$ cat src/rtl/put_exercise_policy_eval_defines.svh
// Assertion macros for the put exercise policy evaluator.
// Included by the top level; relies on i_clk and i_rst_n in the including scope.
`ifndef PUT_EXERCISE_POLICY_EVAL_DEFINES_SVH
`define PUT_EXERCISE_POLICY_EVAL_DEFINES_SVH

// same-cycle implication, held off during reset
`define PEP_ASSERT_SAME(lbl, ante, cons, msg) \
    lbl: assert property (@(posedge i_clk) disable iff (!i_rst_n) (ante) |-> (cons)) \
        else $error(msg);

// next-cycle implication, held off during reset
`define PEP_ASSERT_NEXT(lbl, ante, cons, msg) \
    lbl: assert property (@(posedge i_clk) disable iff (!i_rst_n) (ante) |=> (cons)) \
        else $error(msg);

`endif

$ cat src/rtl/pep_pkg.sv
// Shared types, codes and helpers of the put exercise policy evaluator.
// No dependencies.
`timescale 1ns / 1ps

package pep_pkg;

    // default sizes
    localparam int MAX_STEPS_DEF  = 256;
    localparam int MAX_DEGREE_DEF = 8;
    localparam int FRAC_BITS_DEF  = 16;

    // datapath widths
    localparam int MUL_W      = 34;
    localparam int PROD_W     = 2 * MUL_W;
    localparam int SCALE_FRAC = 30;
    // divider input saturates once the magnitude reaches 2^36 (divisor fits in 5 bits)
    localparam int DIV_W      = 36;
    localparam int DVS_W      = 5;

    // item actions
    localparam logic [1:0] ACT_COEF   = 2'd0;
    localparam logic [1:0] ACT_DISC   = 2'd1;
    localparam logic [1:0] ACT_SAMPLE = 2'd2;

    // register indexes
    localparam logic [2:0] REG_STRIKE   = 3'd0;
    localparam logic [2:0] REG_RECIP    = 3'd1;
    localparam logic [2:0] REG_SCALE    = 3'd2;
    localparam logic [2:0] REG_DEGREE   = 3'd3;
    localparam logic [2:0] REG_SELECT   = 3'd4;
    localparam logic [2:0] REG_TERMINAL = 3'd5;

    typedef struct packed {
        logic [1:0]         action;
        logic [8:0]         step_index;
        logic [3:0]         coef_index;
        logic signed [31:0] coefficient;
        logic [31:0]        amount;
        logic               path_end;
    } t_in;

    typedef struct packed {
        logic [31:0] discounted_payoff;
        logic [8:0]  exercise_step;
    } t_out;

    typedef struct packed {
        logic busy;
        logic done;
    } t_div_sts;

    typedef enum logic [3:0] {
        ST_IDLE,
        ST_PRICE,
        ST_PAYOFF,
        ST_ARG,
        ST_X,
        ST_DOT,
        ST_ACC,
        ST_BNEXT,
        ST_DIV,
        ST_CMP,
        ST_FINISH,
        ST_DISC,
        ST_EMIT
    } t_state;

    // saturate a wide signed value to the int32 range
    function automatic logic signed [31:0] clamp32(input logic signed [PROD_W-1:0] v);
        logic signed [PROD_W-1:0] hi;
        logic signed [PROD_W-1:0] lo;
        hi = PROD_W'(32'sh7FFF_FFFF);
        lo = -PROD_W'(33'sh0_8000_0000);
        if (v > hi) begin
            clamp32 = 32'sh7FFF_FFFF;
        end else if (v < lo) begin
            clamp32 = 32'sh8000_0000;
        end else begin
            clamp32 = 32'(v);
        end
    endfunction

endpackage

$ cat src/rtl/pep_div.sv
// Bit-serial restoring divider for the Laguerre recurrence quotient.
// Depends on pep_pkg for widths and the status struct.
`timescale 1ns / 1ps

module pep_div (
    input  logic                      i_clk,
    input  logic                      i_rst_n,
    input  logic                      i_start,
    input  logic [pep_pkg::DIV_W-1:0] i_dividend,
    input  logic [pep_pkg::DVS_W-1:0] i_divisor,
    output pep_pkg::t_div_sts         o_sts,
    output logic [pep_pkg::DIV_W-1:0] o_quot
);

    localparam int CW = $clog2(pep_pkg::DIV_W);

    logic [pep_pkg::DIV_W-1:0] r_dvd, n_dvd;
    logic [pep_pkg::DVS_W-1:0] r_dvs, n_dvs;
    logic [pep_pkg::DVS_W-1:0] r_rem, n_rem;
    logic [CW-1:0]             r_cnt, n_cnt;
    logic                      r_busy, n_busy;
    logic                      r_done, n_done;
    logic [pep_pkg::DVS_W:0]   trial;
    logic                      ge;

    // one quotient bit per cycle, MSB first
    always_comb begin
        trial  = {r_rem, r_dvd[pep_pkg::DIV_W-1]};
        ge     = trial >= {1'b0, r_dvs};
        n_dvd  = r_dvd;
        n_dvs  = r_dvs;
        n_rem  = r_rem;
        n_cnt  = r_cnt;
        n_busy = r_busy;
        n_done = 1'b0;
        if (i_start) begin
            n_dvd  = i_dividend;
            n_dvs  = i_divisor;
            n_rem  = '0;
            n_cnt  = CW'(pep_pkg::DIV_W - 1);
            n_busy = 1'b1;
        end else if (r_busy) begin
            n_dvd = {r_dvd[pep_pkg::DIV_W-2:0], ge};
            n_rem = ge ? pep_pkg::DVS_W'(trial - {1'b0, r_dvs})
                       : trial[pep_pkg::DVS_W-1:0];
            n_cnt = r_cnt - 1'b1;
            if (r_cnt == '0) begin
                n_busy = 1'b0;
                n_done = 1'b1;
            end
        end
    end

    always_ff @(posedge i_clk) begin
        if (!i_rst_n) begin
            r_busy <= 1'b0;
            r_done <= 1'b0;
            r_cnt  <= '0;
        end else begin
            r_busy <= n_busy;
            r_done <= n_done;
            r_cnt  <= n_cnt;
        end
        r_dvd <= n_dvd;
        r_dvs <= n_dvs;
        r_rem <= n_rem;
    end

    assign o_sts.busy = r_busy;
    assign o_sts.done = r_done;
    assign o_quot     = r_dvd;

endmodule

$ cat config.mk
export PLATFORM = sky130hd
export DESIGN_NAME = pep_div
export DESIGN_NICKNAME = d
export VERILOG_FILES = /design/src/rtl/put_exercise_policy_eval_defines.svh /design/src/rtl/pep_pkg.sv /design/src/rtl/pep_div.sv
export SDC_FILE = /design/constraint.sdc
export NUM_CORES = 1
export LEC_CHECK = 0
export BUFFER_PORTS_ARGS = -buffer_cell sky130_fd_sc_hd__buf_2
export CORE_MARGIN = 2
export CORE_UTILIZATION = 45
export CTS_CLUSTER_SIZE = 14
export DETAILED_ROUTE_END_ITERATION = 12
export GPL_ROUTABILITY_DRIVEN = 1
export PLACE_DENSITY = 0.72
export SLEW_MARGIN = 10
export SYNTH_ARGS = -nofsm -noshare
export SYNTH_HDL_FRONTEND = slang
export SYNTH_SLANG_ARGS = --single-unit
$ cat constraint.sdc
create_clock -name i_clk -period 2.5 [get_ports i_clk]
set_input_delay 0.25 -clock i_clk [delete_from_list [all_inputs] [get_ports i_clk]]
set_output_delay 0.25 -clock i_clk [all_outputs]
set_load 0.005 [all_outputs]
==> qor.csv, run 1 <==
metric,value,unit
outcome,"complete, no violations",
sequential area share after synthesis,59.96,%
Max-cap violations,0,
reg-to-reg endpoint,o_quot[0]$_DFFE_PP_,
number of synthesized register bits,54,
Remaining DRCs,0,
Post-DP Area,2975,µm²
Slew headroom,62.33,%
row count,27,
Worst path top cell family by delay,adder cells,
core area,5405,µm²
synth unique cells,37,
"slowest stage delay, CP",0.41,ns
clk_skew,0.004541,ns
Worst R2R Path Depth,8,
Critical Path End Type,flop,
Initial DRC Count,105,
Setup TNS,0,ns
via count,1670,
Clock Sinks,54,
CTS root buf,clkbuf_8,
most frequent cells in the layout,"81 x buf_2, 41 x edfxtp_1, 28 x mux2_2",
Synth async-reset ratio,0,%
crit path cell chain,"inv_1, ha_1, inv_1, fa_1, a211o_1, o211ai_1, nand2_1, mux2_2",
hold endpoint,r_dvs[4]$_DFFE_PP_,
Min-Delay Startpoint,i_divisor[4],
GRT overflow,0,
Routed WL,4571,µm
post-route cell area,3059,µm²
vias in the first global route,1593,
worst path required time,2.56,ns
CTS tree,done,
CTS HTree Levels,2,
PostCTS Resize Cnt,0,
reg2reg setup slack,0.24,ns
Hold WC Path Type,in2reg,
setup violators final,0,
hpwl dp,3285,µm
CP bufs+invs,2,
# fillers,480,
fin. max-slew vios,0,
worst skew pair latency,0.30,ns
Num CTS Buffers,5,
total power,1926,µW
placed cell count,325,
Syn. warnings,0,
number of synthesized flops with an enable pin,41,
nets,312,
FF-to-FF Start,o_quot[35]$_DFFE_PP_,
worst vdd ir,376.1,µV
clock-pin slew on the worst setup and hold paths,0.09,ns
Port Buffer Count,81,
post-CTS setup buffers,0,
Synth Cell Area,2487,µm²
GRT Overall Usage,16.25,%
# hold bufs at CTS,0,
die footprint,6138,µm²
Initial Util,46.02,%
RSZ-0062 raised after global routing,no,
layout cells sized above 1,46.74,%
Post-Syn Area per Cell,14.05,µm²
hold path cells,1,
final worst path period need,2.262,ns
die width,78.35,µm
"most common cell after layout, fill and taps aside",buf_2,
clock buffer depth,2,
Fin. Hold Viols,0,
Synth Net Count,229,
routed length per instance,13.73,µm
# IOs,82,
vias per cell,5.015,
number of diodes,0,
TritonRoute pass-1 iters,4,
CP dominant cell by count,inv_1,
startpoint type of the worst setup path,flop,
crit path max-delay cell type,edfxtp_1,
Final ANT Viol Nets,0,
Worst-Margin Slew,0.5651,ns
pwr dens,629.4,nW/µm²
worst-path fanout max,4,
fmax,0.4421,GHz
Post-Syn Instances,177,
RePlAce Congestion,0.8351,
first-pass GRT wire length,7686,µm
prevailing post-synth register cell,edfxtp_1,
CP arrival,2.32,ns
area delta synth->final,22.99,%
critical path class,reg2reg,
largest net degree at the start of global routing,47,
crit share post-route,90.47,%
Static Leak,0.001335,µW
Die Span Y,78.35,µm
fin cells,333,
initial antenna violation count,0,
-- layout make-up --
class,instances,area (µm²),share of cell area (%)
inverter,10,37.54,1.227
clock inverter,1,7.507,0.2454
clock buffer,7,76.32,2.495
timing repair buffer,84,440.4,14.40
multi-input combinational,105,915.9,29.94
tap,72,90.09,2.945
sequential,54,1491,48.75
-- synth_stat cells (3+ instances only) --
cell / n / area (µm²)
a21oi_1: 3 / 15.01
buf_2: 4 / 20.02
dfxtp_1: 13 / 260.3
edfxtp_1: 41 / 1231
ha_1: 7 / 87.58
inv_1: 10 / 37.54
mux2_1: 8 / 90.09
mux2_2: 28 / 315.3
nand2_1: 10 / 37.54
nand3_1: 3 / 15.01
nor2_1: 8 / 30.03
xnor2_1: 3 / 26.28
xor2_1: 4 / 35.03
-- kinds of logic after synthesis --
logic type,Yosys count,synth area share (%)
DFF,54,59.96
muxes,36,16.30
and+or+nand+nor,31,6.439
AOI/OAI and AO/OA,23,7.294
buffers and inverters,18,3.219
adders and majority gates,8,4.326
xor gates and xnor gates,7,2.465
-- state kept, by name (all words and copies together), names as in the netlist --
signal	flops
o_quot	36
r_busy	1
r_cnt	6
r_done	1
r_dvs	5
r_rem	5
-- worst register-to-register path: cells and delay by family, from the launching register on --
kind	cells	cell delay (ns)
buf+inv	2	0.13
fa+ha+maj	2	0.56
mux	1	0.29
flops	1	0.41
simple gates	1	0.17
compound gates	2	0.45
-- how the worst max path moves through the flow --
stage / startpoint / to / slack, ns / cells after the start
after floorplan: o_quot[35]$_DFFE_PP_ / o_quot[0]$_DFFE_PP_ / 0.38 / 8
after global placement: o_quot[35]$_DFFE_PP_ / o_quot[0]$_DFFE_PP_ / 0.31 / 8
after detailed placement: o_quot[35]$_DFFE_PP_ / o_quot[0]$_DFFE_PP_ / 0.25 / 8
after CTS: o_quot[35]$_DFFE_PP_ / o_quot[0]$_DFFE_PP_ / 0.24 / 8
after global routing: o_quot[35]$_DFFE_PP_ / o_quot[0]$_DFFE_PP_ / 0.12 / 8
final: o_quot[35]$_DFFE_PP_ / o_quot[0]$_DFFE_PP_ / 0.24 / 8
-- where the power goes --
| part | switching, µW | internal (µW) | total (µW) | leakage (µW) |
|---|---|---|---|---|
| sequential | 47.5 | 1070 | 1120 | 0.000518 |
| clock | 266 | 199 | 465 | 0.0000385 |
| combinational | 162 | 180 | 342 | 0.000779 |
-- metrics by stage --
step	util, %	hold slack [ns]	worst slack (ns)
after floorplan	-	0.3489	0.3821
after global placement	55.05	0.4319	0.3102
after detailed placement	55.05	0.4292	0.2548
after CTS	56.60	0.1108	0.2404
after global routing	56.60	0.1041	0.1179
final	56.60	0.1231	0.2382
-- per-layer routing --
metal | up-vias | GRT usage (%) | wire length, µm
met5 | - | 0 | 0
met4 | 0 | 5.789 | 55
met3 | 6 | 6.092 | 379
met2 | 53 | 25.52 | 2116
met1 | 784 | 20.67 | 2020
li1 | 827 | - | -
(Power assumes the default switching activity.)
==> run 2, diff against run 1 <==
clock period = 2.7 ns   (was 2.5 ns; I/O delays follow)
==> qor.csv, run 2 (same netlist as run 1, synthesis figures left out) <==
metric,value,unit,change
worst vdd ir,374.8,µV,-0.35%
Remaining DRCs,0,,unchanged
fin. max-slew vios,0,,unchanged
# hold bufs at CTS,0,,unchanged
clock buffer depth,2,,unchanged
crit path cell chain,"inv_1, ha_1, inv_1, fa_1, a211o_1, o211ai_1, nand2_1, mux2_2",,
layout cells sized above 1,47.13,%,+0.38 points
GRT overflow,0,,unchanged
Num CTS Buffers,5,,unchanged
Max-cap violations,0,,unchanged
worst path required time,2.76,ns,+0.20 ns
vias per cell,5.051,,+0.72%
first-pass GRT wire length,7583,µm,-1.3%
final worst path period need,2.231,ns,-0.03035 ns
core area,5405,µm²,unchanged
clk_skew,0.005771,ns,+0.001229 ns
Final ANT Viol Nets,0,,unchanged
crit path max-delay cell type,edfxtp_1,,
PostCTS Resize Cnt,0,,unchanged
Worst-Margin Slew,0.4430,ns,-0.1221 ns
CTS tree,done,,
Initial DRC Count,60,,-43%
pre-CTS setup slack,0.4721,ns,+0.2174 ns
Static Leak,0.001343,µW,+0.58%
most frequent cells in the layout,"81 x buf_2, 41 x edfxtp_1, 28 x mux2_2",,
# fillers,472,,-1.7%
die width,78.35,µm,unchanged
clock-pin slew on the worst setup and hold paths,0.09,ns,about the same
Slew headroom,70.47,%,+8.1 points
total power,1879,µW,-2.4%
startpoint type of the worst setup path,flop,,
RePlAce Congestion,0.8251,,-1.2%
GRT Overall Usage,16.00,%,-0.24 points
vias in the first global route,1695,,+6.4%
row count,27,,unchanged
largest net degree at the start of global routing,36,,-23%
CP arrival,2.30,ns,-0.02 ns
via count,1682,,+0.72%
nets,312,,unchanged
Initial Util,46.02,%,unchanged
Final WS setup,0.4685,ns,+0.2304 ns
pwr dens,611.5,nW/µm²,-2.8%
initial antenna violation count,0,,unchanged
Setup TNS,0,ns,unchanged
Fin. Hold Viols,0,,unchanged
Port Buffer Count,81,,unchanged
crit share post-route,82.65,%,-7.8 points
worst skew pair latency,0.30,ns,about the same
hpwl dp,3306,µm,+0.62%
fmax,0.4481,GHz,+1.4%
CTS HTree Levels,2,,unchanged
area delta synth->final,23.54,%,
number of diodes,0,,unchanged
routed length per instance,13.75,µm,+0.15%
TritonRoute pass-1 iters,4,,unchanged
RSZ-0062 raised after global routing,no,,
Hold WC Path Type,in2reg,,
"slowest stage delay, CP",0.41,ns,about the same
setup violators final,0,,unchanged
Critical Path End Type,flop,,
die footprint,6138,µm²,unchanged
outcome,"complete, no violations",,
Largest register FFs,36,,unchanged
"most common cell after layout, fill and taps aside",buf_2,,
# IOs,82,,unchanged
critical path class,reg2reg,,
post-CTS setup buffers,0,,unchanged
CP dominant cell by count,inv_1,,
Routed WL,4578,µm,+0.15%
footprint of the multi-input gates,915.9,µm²,unchanged
worst-path fanout max,4,,unchanged
Die Span Y,78.35,µm,unchanged
CTS root buf,clkbuf_8,,
Clock Sinks,54,,unchanged
storage element area,1491,µm²,unchanged
==> run 2: changes by cell type in the layout (fill, tap and decap cells not counted), sizes merged <==
cell,previous run,this run
clkbuf,7,6
bufinv,0,1
==> run 2: worst max-delay path: cells and delay by family, from the launching register on <==
| family | cells | cell delay (ns) |
|---|---|---|
| AO/OA/AOI/OAI | 2 | 0.44 |
| buffers and inverters | 2 | 0.13 |
| adder cells (fa/ha/maj) | 2 | 0.56 |
| flip-flops | 1 | 0.41 |
| AND/OR/NAND/NOR | 1 | 0.16 |
| multiplexers | 1 | 0.29 |
==> run 2: worst paths after layout <==
check / startpoint / endpoint / depth (start not counted) / slack, ns
max: o_quot[35]$_DFFE_PP_ / o_quot[0]$_DFFE_PP_ / 8 / 0.47
min: i_divisor[2] / r_dvs[2]$_DFFE_PP_ / 1 / 0.13
max reg2reg: o_quot[35]$_DFFE_PP_ / o_quot[0]$_DFFE_PP_ / 8 / 0.47
min reg2reg: r_rem[1]$_SDFFE_PP0P_ / r_rem[1]$_SDFFE_PP0P_ / 2 / 0.53
==> run 2: layer usage <==
metal | GRT usage, % | wire, µm | vias up | share of wire (%)
met5 | 0 | 0 | - | 0
met4 | 5.789 | 65 | 0 | 1.4
met3 | 5.287 | 343 | 7 | 7.5
met2 | 27.84 | 2160 | 54 | 47
met1 | 18.41 | 2009 | 796 | 44
li1 | - | - | 825 | -
==> run 2: area by class of cell <==
class	instances	share of cell area [%]
Tap cell	72	2.932
Clock buffer	6	2.362
Sequential cell	54	48.53
Clock inverter	2	1.221
Timing Repair Buffer	84	13.93
Inverter	10	1.221
Multi-Input combinational cell	105	29.80
==> run 2: per-stage QoR <==
step	cells	hold slack (ns)	utilization (%)	cell area, µm²
final	333	0.1348	56.85	3073
after global routing	333	0.1143	56.85	3073
after CTS	333	0.1255	56.85	3073
after detailed placement	325	0.4512	54.81	2963
after global placement	325	0.4510	54.81	2963
after floorplan	177	0.3689	-	2487
==> run 2: power by group <==
group	total [µW]	internal [µW]	switching [µW]	leakage, µW
Clock	529	277	252	0.0000514
Sequential	1030	992	41.9	0.000518
Combinational	317	164	152	0.000773
Total	1880	1430	447	0.00134
